### src/srs_pkg.sv
// Shared constants, types and helper functions of the selective-repeat sender.
package srs_pkg;

	localparam int MAX_WINDOW = 32;
	localparam int WIN_CAP    = (MAX_WINDOW < 32) ? MAX_WINDOW : 32;
	localparam int SLOT_W     = (MAX_WINDOW > 1) ? $clog2(MAX_WINDOW) : 1;
	localparam int WIN_W      = 7;

	localparam logic [1:0] FUNC_BEGIN = 2'd0;
	localparam logic [1:0] FUNC_RX    = 2'd1;
	localparam logic [1:0] FUNC_TICK  = 2'd2;

	localparam logic [1:0] KIND_START = 2'd0;
	localparam logic [1:0] KIND_END   = 2'd1;
	localparam logic [1:0] KIND_DATA  = 2'd2;

	localparam logic [1:0] PH_IDLE  = 2'd0;
	localparam logic [1:0] PH_START = 2'd1;
	localparam logic [1:0] PH_DATA  = 2'd2;
	localparam logic [1:0] PH_END   = 2'd3;

	localparam logic [1:0] CFG_WINDOW  = 2'd0;
	localparam logic [1:0] CFG_TOTAL   = 2'd1;
	localparam logic [1:0] CFG_SEQ     = 2'd2;
	localparam logic [1:0] CFG_TIMEOUT = 2'd3;

	localparam logic [31:0] ACK_TYPE = 32'd3;

	typedef struct packed {
		logic [1:0]  kind;
		logic [31:0] seq;
		logic        done;
	} res_t;

	typedef logic [SLOT_W-1:0] slot_t;

	function automatic slot_t slot_inc(input slot_t a);
		slot_t r;
		if (a == slot_t'(MAX_WINDOW - 1)) begin
			r = '0;
		end else begin
			r = a + slot_t'(1);
		end
		return r;
	endfunction

	function automatic slot_t slot_add(input slot_t a, input logic [SLOT_W:0] off);
		logic [SLOT_W:0] sum;
		sum = {1'b0, a} + off;
		if (sum >= (SLOT_W+1)'(MAX_WINDOW)) begin
			sum = sum - (SLOT_W+1)'(MAX_WINDOW);
		end
		return sum[SLOT_W-1:0];
	endfunction

endpackage

### src/selective_repeat_sender_unit.sv
// Top level of the selective-repeat sender control with its sequencer and stamp memory.
// Begin, a handshake header, an ignored header, an unused function, and a tick outside the data
// phase or one that only ends it go from dispatch straight to the finishing state. An
// acknowledgement that completes the START handshake first issues the DATA orders of the first
// window. An acknowledgement in the data phase that marks a slot slides the base over the
// acknowledged slots at its front and then issues the DATA orders of the refill, or starts the
// END handshake once the base reaches the total. Any other tick in the data phase scans the
// outstanding packets, reading the send-stamp memory one slot per cycle. Results leave on
// strobe and cannot be stalled; last marks the final result of a command, and busy falls in
// the cycle in which that result is shown.
module selective_repeat_sender_unit (
	input  logic        clk,
	input  logic        arst_n,
	input  logic        start,
	output logic        busy,
	input  logic [1:0]  func,
	input  logic [31:0] rx_type,
	input  logic [31:0] rx_sequence,
	input  logic [31:0] rx_length,
	output logic        strobe,
	output logic [1:0]  send_kind,
	output logic [31:0] send_sequence,
	output logic        transfer_done,
	output logic        last,
	input  logic        cfg_valid,
	output logic        cfg_ready,
	input  logic [1:0]  cfg_index,
	input  logic [31:0] cfg_data
);
	localparam logic [2:0] S_IDLE   = 3'd0;
	localparam logic [2:0] S_DISP   = 3'd1;
	localparam logic [2:0] S_SLIDE  = 3'd2;
	localparam logic [2:0] S_REFILL = 3'd3;
	localparam logic [2:0] S_SCAN   = 3'd4;
	localparam logic [2:0] S_FIN    = 3'd5;

	logic [2:0]  state_q;
	logic [1:0]  phase_q;
	logic [5:0]  window_q;
	logic [31:0] total_q, start_seq_q;
	logic [15:0] timeout_q, timer_q;
	logic [31:0] wb_q, nu_q, tick_q, scan_q;
	srs_pkg::slot_t base_slot_q, nu_slot_q, scan_slot_q, slot_s1;
	logic        v_s1;
	logic [31:0] seq_s1;
	logic        end_chk_q;
	logic [srs_pkg::MAX_WINDOW-1:0] sent_q, acked_q;
	logic [1:0]  func_q;
	logic [31:0] type_q, rseq_q, len_q;
	srs_pkg::res_t pend_q, out_q, em;
	logic        pend_v_q, out_v_q, out_last_q, em_v;
	logic        ram_we;
	srs_pkg::slot_t ram_waddr;
	logic [31:0] ram_rdata;

	logic [srs_pkg::WIN_W-1:0] w_eff;
	logic [15:0] to_eff, timer_inc;
	logic        refill_go, slide_go, base_done, rx_match, ack_ok, ack_fresh, hit, timer_hit;
	logic [31:0] ack_off;
	srs_pkg::slot_t ack_slot;

	assign w_eff = (window_q == 6'd0) ? srs_pkg::WIN_W'(1) :
		((srs_pkg::WIN_W'(window_q) > srs_pkg::WIN_W'(srs_pkg::WIN_CAP)) ?
		srs_pkg::WIN_W'(srs_pkg::WIN_CAP) : srs_pkg::WIN_W'(window_q));
	assign to_eff    = (timeout_q == 16'd0) ? 16'd1 : timeout_q;
	assign timer_inc = timer_q + 16'd1;
	assign timer_hit = timer_inc >= to_eff;
	assign base_done = wb_q >= total_q;
	assign refill_go = (nu_q < total_q) && ((nu_q - wb_q) < {25'd0, w_eff});
	assign slide_go  = (wb_q < total_q) && (wb_q < nu_q) && acked_q[base_slot_q];
	assign rx_match  = (type_q == srs_pkg::ACK_TYPE) && (len_q == 32'd0) &&
		(rseq_q == start_seq_q);
	assign ack_off   = rseq_q - wb_q;
	assign ack_ok    = (type_q == srs_pkg::ACK_TYPE) && (len_q == 32'd0) &&
		(rseq_q < total_q) && (ack_off < (nu_q - wb_q));
	assign ack_slot  = srs_pkg::slot_add(base_slot_q, ack_off[srs_pkg::SLOT_W:0]);
	assign ack_fresh = sent_q[ack_slot] && !acked_q[ack_slot];
	assign hit       = v_s1 && sent_q[slot_s1] && !acked_q[slot_s1] &&
		((tick_q - ram_rdata) >= {16'd0, to_eff});

	assign busy      = state_q != S_IDLE;
	assign cfg_ready = 1'b1;
	assign strobe        = out_v_q;
	assign send_kind     = out_q.kind;
	assign send_sequence = out_q.seq;
	assign transfer_done = out_q.done;
	assign last          = out_last_q;

	always_comb begin
		em_v      = 1'b0;
		em        = '{kind: srs_pkg::KIND_START, seq: start_seq_q, done: 1'b0};
		ram_we    = 1'b0;
		ram_waddr = nu_slot_q;
		case (state_q)
			S_DISP: begin
				case (func_q)
					srs_pkg::FUNC_BEGIN: em_v = 1'b1;
					srs_pkg::FUNC_RX: begin
						if (phase_q == srs_pkg::PH_START) begin
							em_v = !rx_match;
						end else if (phase_q == srs_pkg::PH_END) begin
							em_v = 1'b1;
							if (rx_match) begin
								em = '{kind: srs_pkg::KIND_START, seq: 32'd0, done: 1'b1};
							end else begin
								em.kind = srs_pkg::KIND_END;
							end
						end
					end
					srs_pkg::FUNC_TICK: begin
						if (phase_q == srs_pkg::PH_START) begin
							em_v = timer_hit;
						end else if (phase_q == srs_pkg::PH_END) begin
							em_v    = timer_hit;
							em.kind = srs_pkg::KIND_END;
						end else if (phase_q == srs_pkg::PH_DATA) begin
							em_v    = base_done;
							em.kind = srs_pkg::KIND_END;
						end
					end
					default: em_v = 1'b0;
				endcase
			end
			S_SLIDE: begin
				em_v    = !slide_go && base_done;
				em.kind = srs_pkg::KIND_END;
			end
			S_REFILL: begin
				if (refill_go) begin
					em_v   = 1'b1;
					em     = '{kind: srs_pkg::KIND_DATA, seq: nu_q, done: 1'b0};
					ram_we = 1'b1;
				end else begin
					em_v    = end_chk_q && base_done;
					em.kind = srs_pkg::KIND_END;
				end
			end
			S_SCAN: begin
				if (hit) begin
					em_v      = 1'b1;
					em        = '{kind: srs_pkg::KIND_DATA, seq: seq_s1, done: 1'b0};
					ram_we    = 1'b1;
					ram_waddr = slot_s1;
				end
			end
			default: em_v = 1'b0;
		endcase
	end

	srs_ram #(
		.WIDTH(32),
		.DEPTH(srs_pkg::MAX_WINDOW)
	) u_stamp_ram (
		.clk   (clk),
		.we    (ram_we),
		.waddr (ram_waddr),
		.wdata (tick_q),
		.raddr (scan_slot_q),
		.rdata (ram_rdata)
	);

	always_ff @(posedge clk or negedge arst_n) begin
		if (!arst_n) begin
			state_q     <= S_IDLE;
			phase_q     <= srs_pkg::PH_IDLE;
			window_q    <= 6'd1;
			total_q     <= '0;
			start_seq_q <= '0;
			timeout_q   <= 16'd10;
			timer_q     <= '0;
			wb_q        <= '0;
			nu_q        <= '0;
			tick_q      <= '0;
			base_slot_q <= '0;
			nu_slot_q   <= '0;
			sent_q      <= '0;
			acked_q     <= '0;
			v_s1        <= 1'b0;
			end_chk_q   <= 1'b0;
			pend_v_q    <= 1'b0;
			out_v_q     <= 1'b0;
			out_last_q  <= 1'b0;
		end else begin
			out_v_q <= 1'b0;
			if (cfg_valid && cfg_ready) begin
				case (cfg_index)
					srs_pkg::CFG_WINDOW:  window_q    <= cfg_data[5:0];
					srs_pkg::CFG_TOTAL:   total_q     <= cfg_data;
					srs_pkg::CFG_SEQ:     start_seq_q <= cfg_data;
					srs_pkg::CFG_TIMEOUT: timeout_q   <= cfg_data[15:0];
					default:              timeout_q   <= timeout_q;
				endcase
			end
			if (em_v) begin
				pend_q   <= em;
				pend_v_q <= 1'b1;
				if (pend_v_q) begin
					out_q      <= pend_q;
					out_v_q    <= 1'b1;
					out_last_q <= 1'b0;
				end
			end
			case (state_q)
				S_IDLE: begin
					if (start) begin
						func_q  <= func;
						type_q  <= rx_type;
						rseq_q  <= rx_sequence;
						len_q   <= rx_length;
						state_q <= S_DISP;
					end
				end
				S_DISP: begin
					state_q <= S_FIN;
					case (func_q)
						srs_pkg::FUNC_BEGIN: begin
							sent_q      <= '0;
							acked_q     <= '0;
							wb_q        <= '0;
							nu_q        <= '0;
							base_slot_q <= '0;
							nu_slot_q   <= '0;
							timer_q     <= '0;
							phase_q     <= srs_pkg::PH_START;
						end
						srs_pkg::FUNC_RX: begin
							if (phase_q == srs_pkg::PH_START) begin
								if (rx_match) begin
									phase_q   <= srs_pkg::PH_DATA;
									end_chk_q <= 1'b1;
									state_q   <= S_REFILL;
								end else begin
									timer_q <= '0;
								end
							end else if (phase_q == srs_pkg::PH_END) begin
								if (rx_match) begin
									phase_q <= srs_pkg::PH_IDLE;
								end else begin
									timer_q <= '0;
								end
							end else if (phase_q == srs_pkg::PH_DATA) begin
								if (ack_ok && ack_fresh) begin
									acked_q[ack_slot] <= 1'b1;
									state_q           <= S_SLIDE;
								end
							end
						end
						srs_pkg::FUNC_TICK: begin
							tick_q <= tick_q + 32'd1;
							if (phase_q == srs_pkg::PH_START || phase_q == srs_pkg::PH_END) begin
								timer_q <= timer_hit ? 16'd0 : timer_inc;
							end else if (phase_q == srs_pkg::PH_DATA) begin
								if (base_done) begin
									phase_q <= srs_pkg::PH_END;
									timer_q <= '0;
								end else begin
									scan_q      <= wb_q;
									scan_slot_q <= base_slot_q;
									v_s1        <= 1'b0;
									state_q     <= S_SCAN;
								end
							end
						end
						default: state_q <= S_FIN;
					endcase
				end
				S_SLIDE: begin
					if (slide_go) begin
						sent_q[base_slot_q]  <= 1'b0;
						acked_q[base_slot_q] <= 1'b0;
						wb_q                 <= wb_q + 32'd1;
						base_slot_q          <= srs_pkg::slot_inc(base_slot_q);
					end else if (base_done) begin
						phase_q <= srs_pkg::PH_END;
						timer_q <= '0;
						state_q <= S_FIN;
					end else begin
						end_chk_q <= 1'b0;
						state_q   <= S_REFILL;
					end
				end
				S_REFILL: begin
					if (refill_go) begin
						sent_q[nu_slot_q]  <= 1'b1;
						acked_q[nu_slot_q] <= 1'b0;
						nu_q               <= nu_q + 32'd1;
						nu_slot_q          <= srs_pkg::slot_inc(nu_slot_q);
					end else begin
						if (end_chk_q && base_done) begin
							phase_q <= srs_pkg::PH_END;
							timer_q <= '0;
						end
						state_q <= S_FIN;
					end
				end
				S_SCAN: begin
					if (scan_q != nu_q) begin
						v_s1        <= 1'b1;
						seq_s1      <= scan_q;
						slot_s1     <= scan_slot_q;
						scan_q      <= scan_q + 32'd1;
						scan_slot_q <= srs_pkg::slot_inc(scan_slot_q);
					end else begin
						v_s1 <= 1'b0;
						if (!v_s1) begin
							state_q <= S_FIN;
						end
					end
				end
				S_FIN: begin
					if (pend_v_q) begin
						out_q      <= pend_q;
						out_v_q    <= 1'b1;
						out_last_q <= 1'b1;
						pend_v_q   <= 1'b0;
					end
					state_q <= S_IDLE;
				end
				default: state_q <= S_IDLE;
			endcase
		end
	end

	a_done_is_last: assert property (@(posedge clk) disable iff (!arst_n)
		strobe && transfer_done |-> last)
		else $error("completion result not marked last");

	a_strobe_from_work: assert property (@(posedge clk) disable iff (!arst_n)
		strobe |-> $past(busy))
		else $error("result shown without a command in progress");

	a_last_ends_item: assert property (@(posedge clk) disable iff (!arst_n)
		strobe && last |-> !busy)
		else $error("final result shown while command still in progress");

	a_no_pending_idle: assert property (@(posedge clk) disable iff (!arst_n)
		state_q == S_IDLE |-> !pend_v_q)
		else $error("result left pending after command finished");

	a_window_bound: assert property (@(posedge clk) disable iff (!arst_n)
		(nu_q - wb_q) <= 32'(srs_pkg::MAX_WINDOW))
		else $error("outstanding packets exceed the slot ring");
endmodule

### src/srs_ram.sv
// Generic single-write, single-read synchronous RAM with registered read data.
module srs_ram #(
	parameter int WIDTH = 32,
	parameter int DEPTH = 32
) (
	input  logic                                    clk,
	input  logic                                    we,
	input  logic [((DEPTH > 1) ? $clog2(DEPTH) : 1)-1:0] waddr,
	input  logic [WIDTH-1:0]                        wdata,
	input  logic [((DEPTH > 1) ? $clog2(DEPTH) : 1)-1:0] raddr,
	output logic [WIDTH-1:0]                        rdata
);
	logic [WIDTH-1:0] mem [DEPTH];

	always_ff @(posedge clk) begin
		if (we) begin
			mem[waddr] <= wdata;
		end
		rdata <= mem[raddr];
	end
endmodule

### config.mk
export PLATFORM = sky130hd
export DESIGN_NAME = selective_repeat_sender_unit
export DESIGN_NICKNAME = d
export VERILOG_FILES = /design/src/srs_pkg.sv /design/src/selective_repeat_sender_unit.sv /design/src/srs_ram.sv
export SDC_FILE = /design/constraint.sdc
export NUM_CORES = 2
export LEC_CHECK = 0
export BUFFER_PORTS_ARGS = -buffer_cell sky130_fd_sc_hd__buf_2
export CAP_MARGIN = 20
export CORE_MARGIN = 1.5
export CORE_UTILIZATION = 60
export CTS_CLUSTER_SIZE = 10
export DETAILED_ROUTE_END_ITERATION = 16
export PLACE_DENSITY = 0.77
export SYNTH_ARGS = -nofsm -noshare
export SYNTH_HDL_FRONTEND = slang
export SYNTH_HIERARCHICAL = 1
export SYNTH_SLANG_ARGS = --single-unit
### constraint.sdc
create_clock -name clk -period 9.05 [get_ports clk]
set_input_delay 1.3575 -clock clk [delete_from_list [all_inputs] [get_ports clk]]
set_output_delay 1.3575 -clock clk [all_outputs]
set_load 0.1 [all_outputs]
## Word level (Yosys, flattened, before mapping)

Memories as Yosys holds them, arrays and structs flattened. A register that Yosys moved wholly into a read port is not among the register bits.
Index checks and enable logic that the tools add are counted.

| word-level totals | value |
|---|---|
| register bits after elaboration | 524 |
| memories | 1 |
| bits in writable memories | 1024 |
| logic and storage cells | 323 |
| output and inout bits | 39 |

| cells by class | value |
|---|---|
| add/subtract/negate cells | 13 |
| order comparisons | 18 |
| reduce and logical (&&, ||, !) cells | 51 |
| equality and inequality tests | 49 |
| mux-type cells | 151 |
| bitwise operators | 7 |

Memory list:

| memory | words | width | read ports | clocked after Yosys merged registers in | write ports | RTL line | text |
|---|---|---|---|---|---|---|---|
| u_stamp_ram.mem | 32 | 32 | 1 | 1 | 1 | srs_ram.sv:13 | `logic [WIDTH-1:0] mem [DEPTH];` |

Operators by type and width:

| operator | number |
|---|---|
| 32-bit two-way mux | 16 |
| 32-bit one-hot mux with 2 select lines | 4 |
| 32-bit one-hot mux with 3 select lines | 2 |
| 16-bit two-way mux | 11 |
| 35-bit two-way mux | 5 |
| 32-bit less-than comparator | 5 |
| 32-bit by 1-bit adder with 32-bit output (second input constant) | 4 |
| 33-bit two-way mux | 3 |
| 33-bit one-hot mux with 3 select lines | 1 |
| 32-bit bitwise AND | 3 |
| 16-bit one-hot mux with 3 select lines | 2 |
| 32-bit subtractor | 3 |
| 5-bit two-way mux | 14 |
| 34-bit two-way mux | 2 |
| 32-bit inverter | 2 |
| 32-bit OR | 2 |
| 1-bit two-way mux | 45 |
| 3-bit two-way mux | 11 |
| 32-bit by 2-bit equality test with 1-bit output (second input constant) | 1 |
| 32-bit equality test | 1 |
| 32-bit by 16-bit greater-or-equal comparator with 1-bit output | 1 |
| 32-bit greater-or-equal comparator | 1 |
| 32-bit logical NOT | 1 |
| 32-bit by 6-bit less-than comparator with 1-bit output | 1 |
| 52 further kinds | 148 |

## Logic depth before layout (Yosys ltp)

| logic depth | value |
|---|---|
| depth in word-level cells | 15 |
| gate-level depth with buffers | 28 |
| gate-level depth less buffers | 28 |

## Cells and area by module

Netlist, hierarchy kept.

Modules (own cells, without submodules):

| module | cells each | instances | sequential area each (sq um) | area an instance (sq um) |
|---|---|---|---|---|
| srs_ram | 2260 | 1 | 31390.1 | 40487.6 |
| selective_repeat_sender_unit | 3416 | 1 | 14327.5 | 33847.5 |

## Least setup slack after synthesis

OpenSTA, ideal clock, no wires.

| timing | value |
|---|---|
| kind | reg2reg |
| start | register tick_q[0] |
| end | memory u_stamp_ram.mem[12][0] (enable) |
| data required time | 8629 ps |
| path slack | 1860 ps |
| stages on the path, launching flop included | 26 |
| library setup time | 421 ps |
| arrival | 6769 ps |
| period minus slack after synthesis | 7190 ps |
| path through | dfrtp_1 -> inv_1 -> ha_1 -> inv_1 -> fa_1 -> a211oi_1 -> nor2_1 -> o21ai_0 -> xnor2_1 -> ha_1 -> a21o_1 -> a2111oi_0 -> nand2_1 -> o211ai_1 -> a31o_2 -> a21oi_1 -> or4_1 -> nor4_1 -> and4b_1 -> nor3_1 -> clkbuf_1 -> nand2_1 -> o21ai_0 -> or3b_2 -> clkbuf_1 -> nor2_1 |

RTL lines:

| what | RTL line | text |
|---|---|---|
| start: declaration | selective_repeat_sender_unit.sv:42 | `logic [31:0] wb_q, nu_q, tick_q, scan_q;` |
| start signal: assignment | selective_repeat_sender_unit.sv:249 | `tick_q <= tick_q + 32'd1;` |
| 32-bit subtractor | selective_repeat_sender_unit.sv:79 | `((tick_q - ram_rdata) >= {16'd0, to_eff});` |
| 32-bit by 16-bit greater-or-equal comparator with 1-bit output | selective_repeat_sender_unit.sv:79 |  |
| 1-bit logical AND | selective_repeat_sender_unit.sv:78 | `assign hit = v_s1 && sent_q[slot_s1] && !acked_q[slot_s1] &&` |
| 5-bit two-way mux | selective_repeat_sender_unit.sv:139 | `if (hit) begin` |
| 5-bit two-way mux | selective_repeat_sender_unit.sv:94 | `case (state_q)` |
| via ram_waddr[1] | selective_repeat_sender_unit.sv:53 | `srs_pkg::slot_t ram_waddr;` |
| end: declaration | srs_ram.sv:13 |  |

The timed path passes the listed nets, and every way through them passes these cells.

## Final worst setup path

| timing | value |
|---|---|
| start | register tick_q[0] |
| end | memory u_stamp_ram.mem[7][28] (enable) |

Same word-level chain as after synthesis.

==> results.toml <==
[logic_synthesis]
avgSynthCellArea_um2 = 13.1
synth-edff-count = 1266
yosys.area_share.simple_pct = 8.69
yosys.area.top_type_share_pct = 51.1
synth_xor_xnor_area_share_pct = 3.13
synthArstFlopShare_pct = 17.8
dominantRegCellSynth = "edfxtp_1"
yosysMostFrequentCell = "edfxtp_1"
ys_top_cells_by_count = "edfxtp_1 (1266), mux2i_1 (557), a21oi_1 (341), nand2_1 (341), ha_1 (281)"
synth_top_area_cell = "edfxtp_1"
syn_nets = 6097
synth_mux_area_share_pct = 9.32
ys_seq_elements = 1580
yosys_warnings = 6
ys_top_cells_by_area = "edfxtp_1 (51%), dfrtp_1 (9.4%), mux2i_1 (7.5%), ha_1 (4.7%), a21oi_1 (2.3%)"
synth_fa_ha_area_share_pct = 4.84
synthCells = 5676
synth_cell_types = 98
ys_seq_area_share_pct = 61.5
synthesis.area_um2 = 74300
synth_top_family_by_area = "compound AO/OA/AOI/OAI gates"
synth-compound-area-share_pct = 9.78

[grt]
grt_pass1_vias = 49200
grt_max_degree = 143
grt.busiest_layer = "met2"
grt_antenna_before_repair = 2
grt_usage_pct = 33.7
met1_usage_pct = 41.6
grt_first_pass_wirelength_um = 315000
use_met3_pct = 5.29
gr-total-overflow = 0
use_met2_pct = 55.7

[pwr]
combPwrFrac_pct = 23.0
power_leakage_nw = 32.9
p_per_area_nw_per_um2 = 244
p_int_mw = 13.8
clockPowerShare_pct = 33.5
power.switching_mw = 6.41
swShare_pct = 31.8
peakVddDrop_uv = 389
p_seq_share_pct = 43.6

[cells_and_area]
fin_util_pct = 67.7
final_nets = 6324
drive_above_1_share_pct = 11.9
area_growth_pct = 11.4
final_area_um2 = 82800
n_antenna_cell = 0

[timing]
fin_crit_sh_pct = 82.5
fmax_ghz = 0.134
fin_tns_setup_ps = 0
tightest_slew_ps = 1220
drv_slew = 0
maxSlewHeadroom_pct = 18.6
hold_slack_ps = 431
finalSetupViolations = 0
rsz0062_at_grt = "false"
hold_viol_final = 0
worst_clock_skew_ps = 57.9
post-route-min-period_ps = 7470

[cts]
ctsLongestPathBuffers = 3
cts_tree = "done"
cts.sinks = 1580
clockRootBuffer = "clkbuf_16"
clk_latency_ps = 820
holdBufCountCts = 0
ctsResizeCount = 0
cts_buffers = 181
post_cts_buffers = 0
ctsHtreeMaxLevel = 4
cts.clk_slew.worst_paths_ps = 70

[place]
hpwlAfterDp_um = 142000
place_congestion = 1.01
place_area_um2 = 77300
port_buffers = 173

[routing]
ant_nets = 0
routed-via-count = 50100
drc = 0
routed_wl_um = 214000
wl_per_cell_um = 27.9
drt-pass1-iter-count = 6
first_iter_violations = 5443
viasPerCell = 6.54

[setup_path]
rr_worst_depth = 24
crit_path_max_fanout = 21
cp-end-kind = "register"
cp_slowest_cell = "nor2_4"
crit_required_ps = 9530
criticalPathCategory = "register to register"
r2r_slack_ps = 1580
cp.arrival_ps = 7950
cp-start-kind = "register"
worstPathCellList = "inv_1 -> ha_1 -> inv_1 -> fa_1 -> a211oi_1 -> nor2_1 -> o21ai_0 -> xnor2_1 -> ha_1 -> a21o_1 -> a2111oi_0 -> nand2_1 -> o211ai_1 -> a31o_2 -> a21oi_1 -> or4_1 -> nor4_1 -> and4b_1 -> nor3_2 -> o21ai_0 -> nand3_1 -> buf_4 -> nor2_4 -> buf_4"
regToRegStartpoint = "tick_q[0]"
r2r-end = "u_stamp_ram/mem[7][28]"
critical-path-max-stage-delay_ps = 740

[die]
num_io_pins = 175
placement_rows = 128
die_w_um = 355
coreArea_um2 = 122000
start_util_pct = 60.8
fp.dieArea_um2 = 126000
die_h_um = 355

[run_status]
status = "completed"

[job]
drv_cap = 0

[hold_path]
min-delay-path-class = "input port to asynchronous set/reset pin"
==> per-stage QoR <==
stage / power [mW] / cells / setup slack (ps)
after floorplan: 12.0 / 5676 / 1860
after detailed placement: 13.5 / 7341 / 1680
final: 20.2 / 7664 / 1580
after global routing: 20.8 / 7664 / 1100
after CTS: 20.2 / 7660 / 1580
after global placement: 13.4 / 7336 / 1940
==> cell usage in the layout, fill, tap and decap left out, types with 87 or more instances in the layout <==
| master | synthesis | layout |
|---|---|---|
| nor2_1 | 274 | 240 |
| a22oi_1 | 130 | 130 |
| o21ai_0 | 227 | 227 |
| xnor2_1 | 182 | 182 |
| clkbuf_1 | 135 | 106 |
| nand3_1 | 187 | 187 |
| inv_1 | 210 | 210 |
| buf_2 | 49 | 172 |
| dfrtp_1 | 279 | 268 |
| nand4_1 | 87 | 87 |
| clkbuf_16 | 0 | 183 |
| buf_4 | 34 | 108 |
| a21oi_1 | 341 | 341 |
| ha_1 | 281 | 281 |
| mux2i_1 | 557 | 557 |
| nor3_1 | 90 | 87 |
| nand2_1 | 341 | 340 |
| edfxtp_1 | 1266 | 1266 |
| mux2_2 | 94 | 94 |
==> sequential cells by signal, indices dropped and copies added (netlist names), 3 cells and up, named ones only <==
register and flops:
type_q 32, base_slot_q 5, rseq_q 32, slot_s1 5, len_q 32, acked_q 32
timeout_q 16, seq_s1 32, scan_q 32, window_q 6, pend_q 35, wb_q 32
sent_q 32, timer_q 16, scan_slot_q 5, total_q 32, nu_slot_q 5, tick_q 32
state_q 3, u_stamp_ram/mem 1024, u_stamp_ram/rdata 32, nu_q 32, start_seq_q 32
==> layer usage <==
| layer | up-vias | share of wire [%] |
|---|---|---|
| li1 | 22000 | - |
| met1 | 24800 | 37 |
| met2 | 2693 | 48 |
| met3 | 632 | 7.7 |
| met4 | 4 | 7.1 |
| met5 | - | 0.011 |
==> logic make-up after synthesis <==
kind of cell             after synthesis
multiplexers                         664
adder cells (fa/ha/maj)              285
other                                  1
XOR/XNOR                             264
AO/OA/AOI/OAI                       1128
buffers and inverters                458
AND/OR/NAND/NOR                     1296
flip-flops                          1580
==> power groups by stage <==
| stage | logic, mW | clock network [mW] | registers (mW) |
|---|---|---|---|
| after floorplan | 2.84 | 0 | 9.16 |
| final | 4.63 | 6.75 | 8.79 |
| after CTS | 4.58 | 6.80 | 8.78 |
| after global routing | 4.91 | 7.10 | 8.82 |
| after detailed placement | 4.54 | 0 | 8.92 |
| after global placement | 4.49 | 0 | 8.91 |
==> worst max-delay path, delay by kind of cell (launching register included) <==
kind	cells	cell delay, ps
simple gates	8	2830
compound gates	8	2270
xor+xnor	1	130
flops	1	380
buf+inv	4	800
fa+ha+maj	3	770
==> worst max-delay path by stage <==
stage	endpoint	startpoint	cells past startpoint
floorplan	u_stamp_ram/mem[12][0]	tick_q[0]	25
global placement	u_stamp_ram/mem[0][22]	tick_q[0]	23
detailed placement	u_stamp_ram/mem[7][16]	tick_q[0]	24
CTS	u_stamp_ram/mem[7][28]	tick_q[0]	24
global route	u_stamp_ram/mem[7][28]	tick_q[0]	24
finish	u_stamp_ram/mem[7][28]	tick_q[0]	24
==> layout make-up <==
type                    count  area, µm²
fillers                  8556      39500
flip-flops and latches   1580      45700
well taps                1625       2030
repair buffers            292       1930
multi-input cells        3638      26900
clock inverters            23        358
clock buffers             296       5070
inverters                 210        788
No activity file was read; power rests on OpenSTA's default activity.
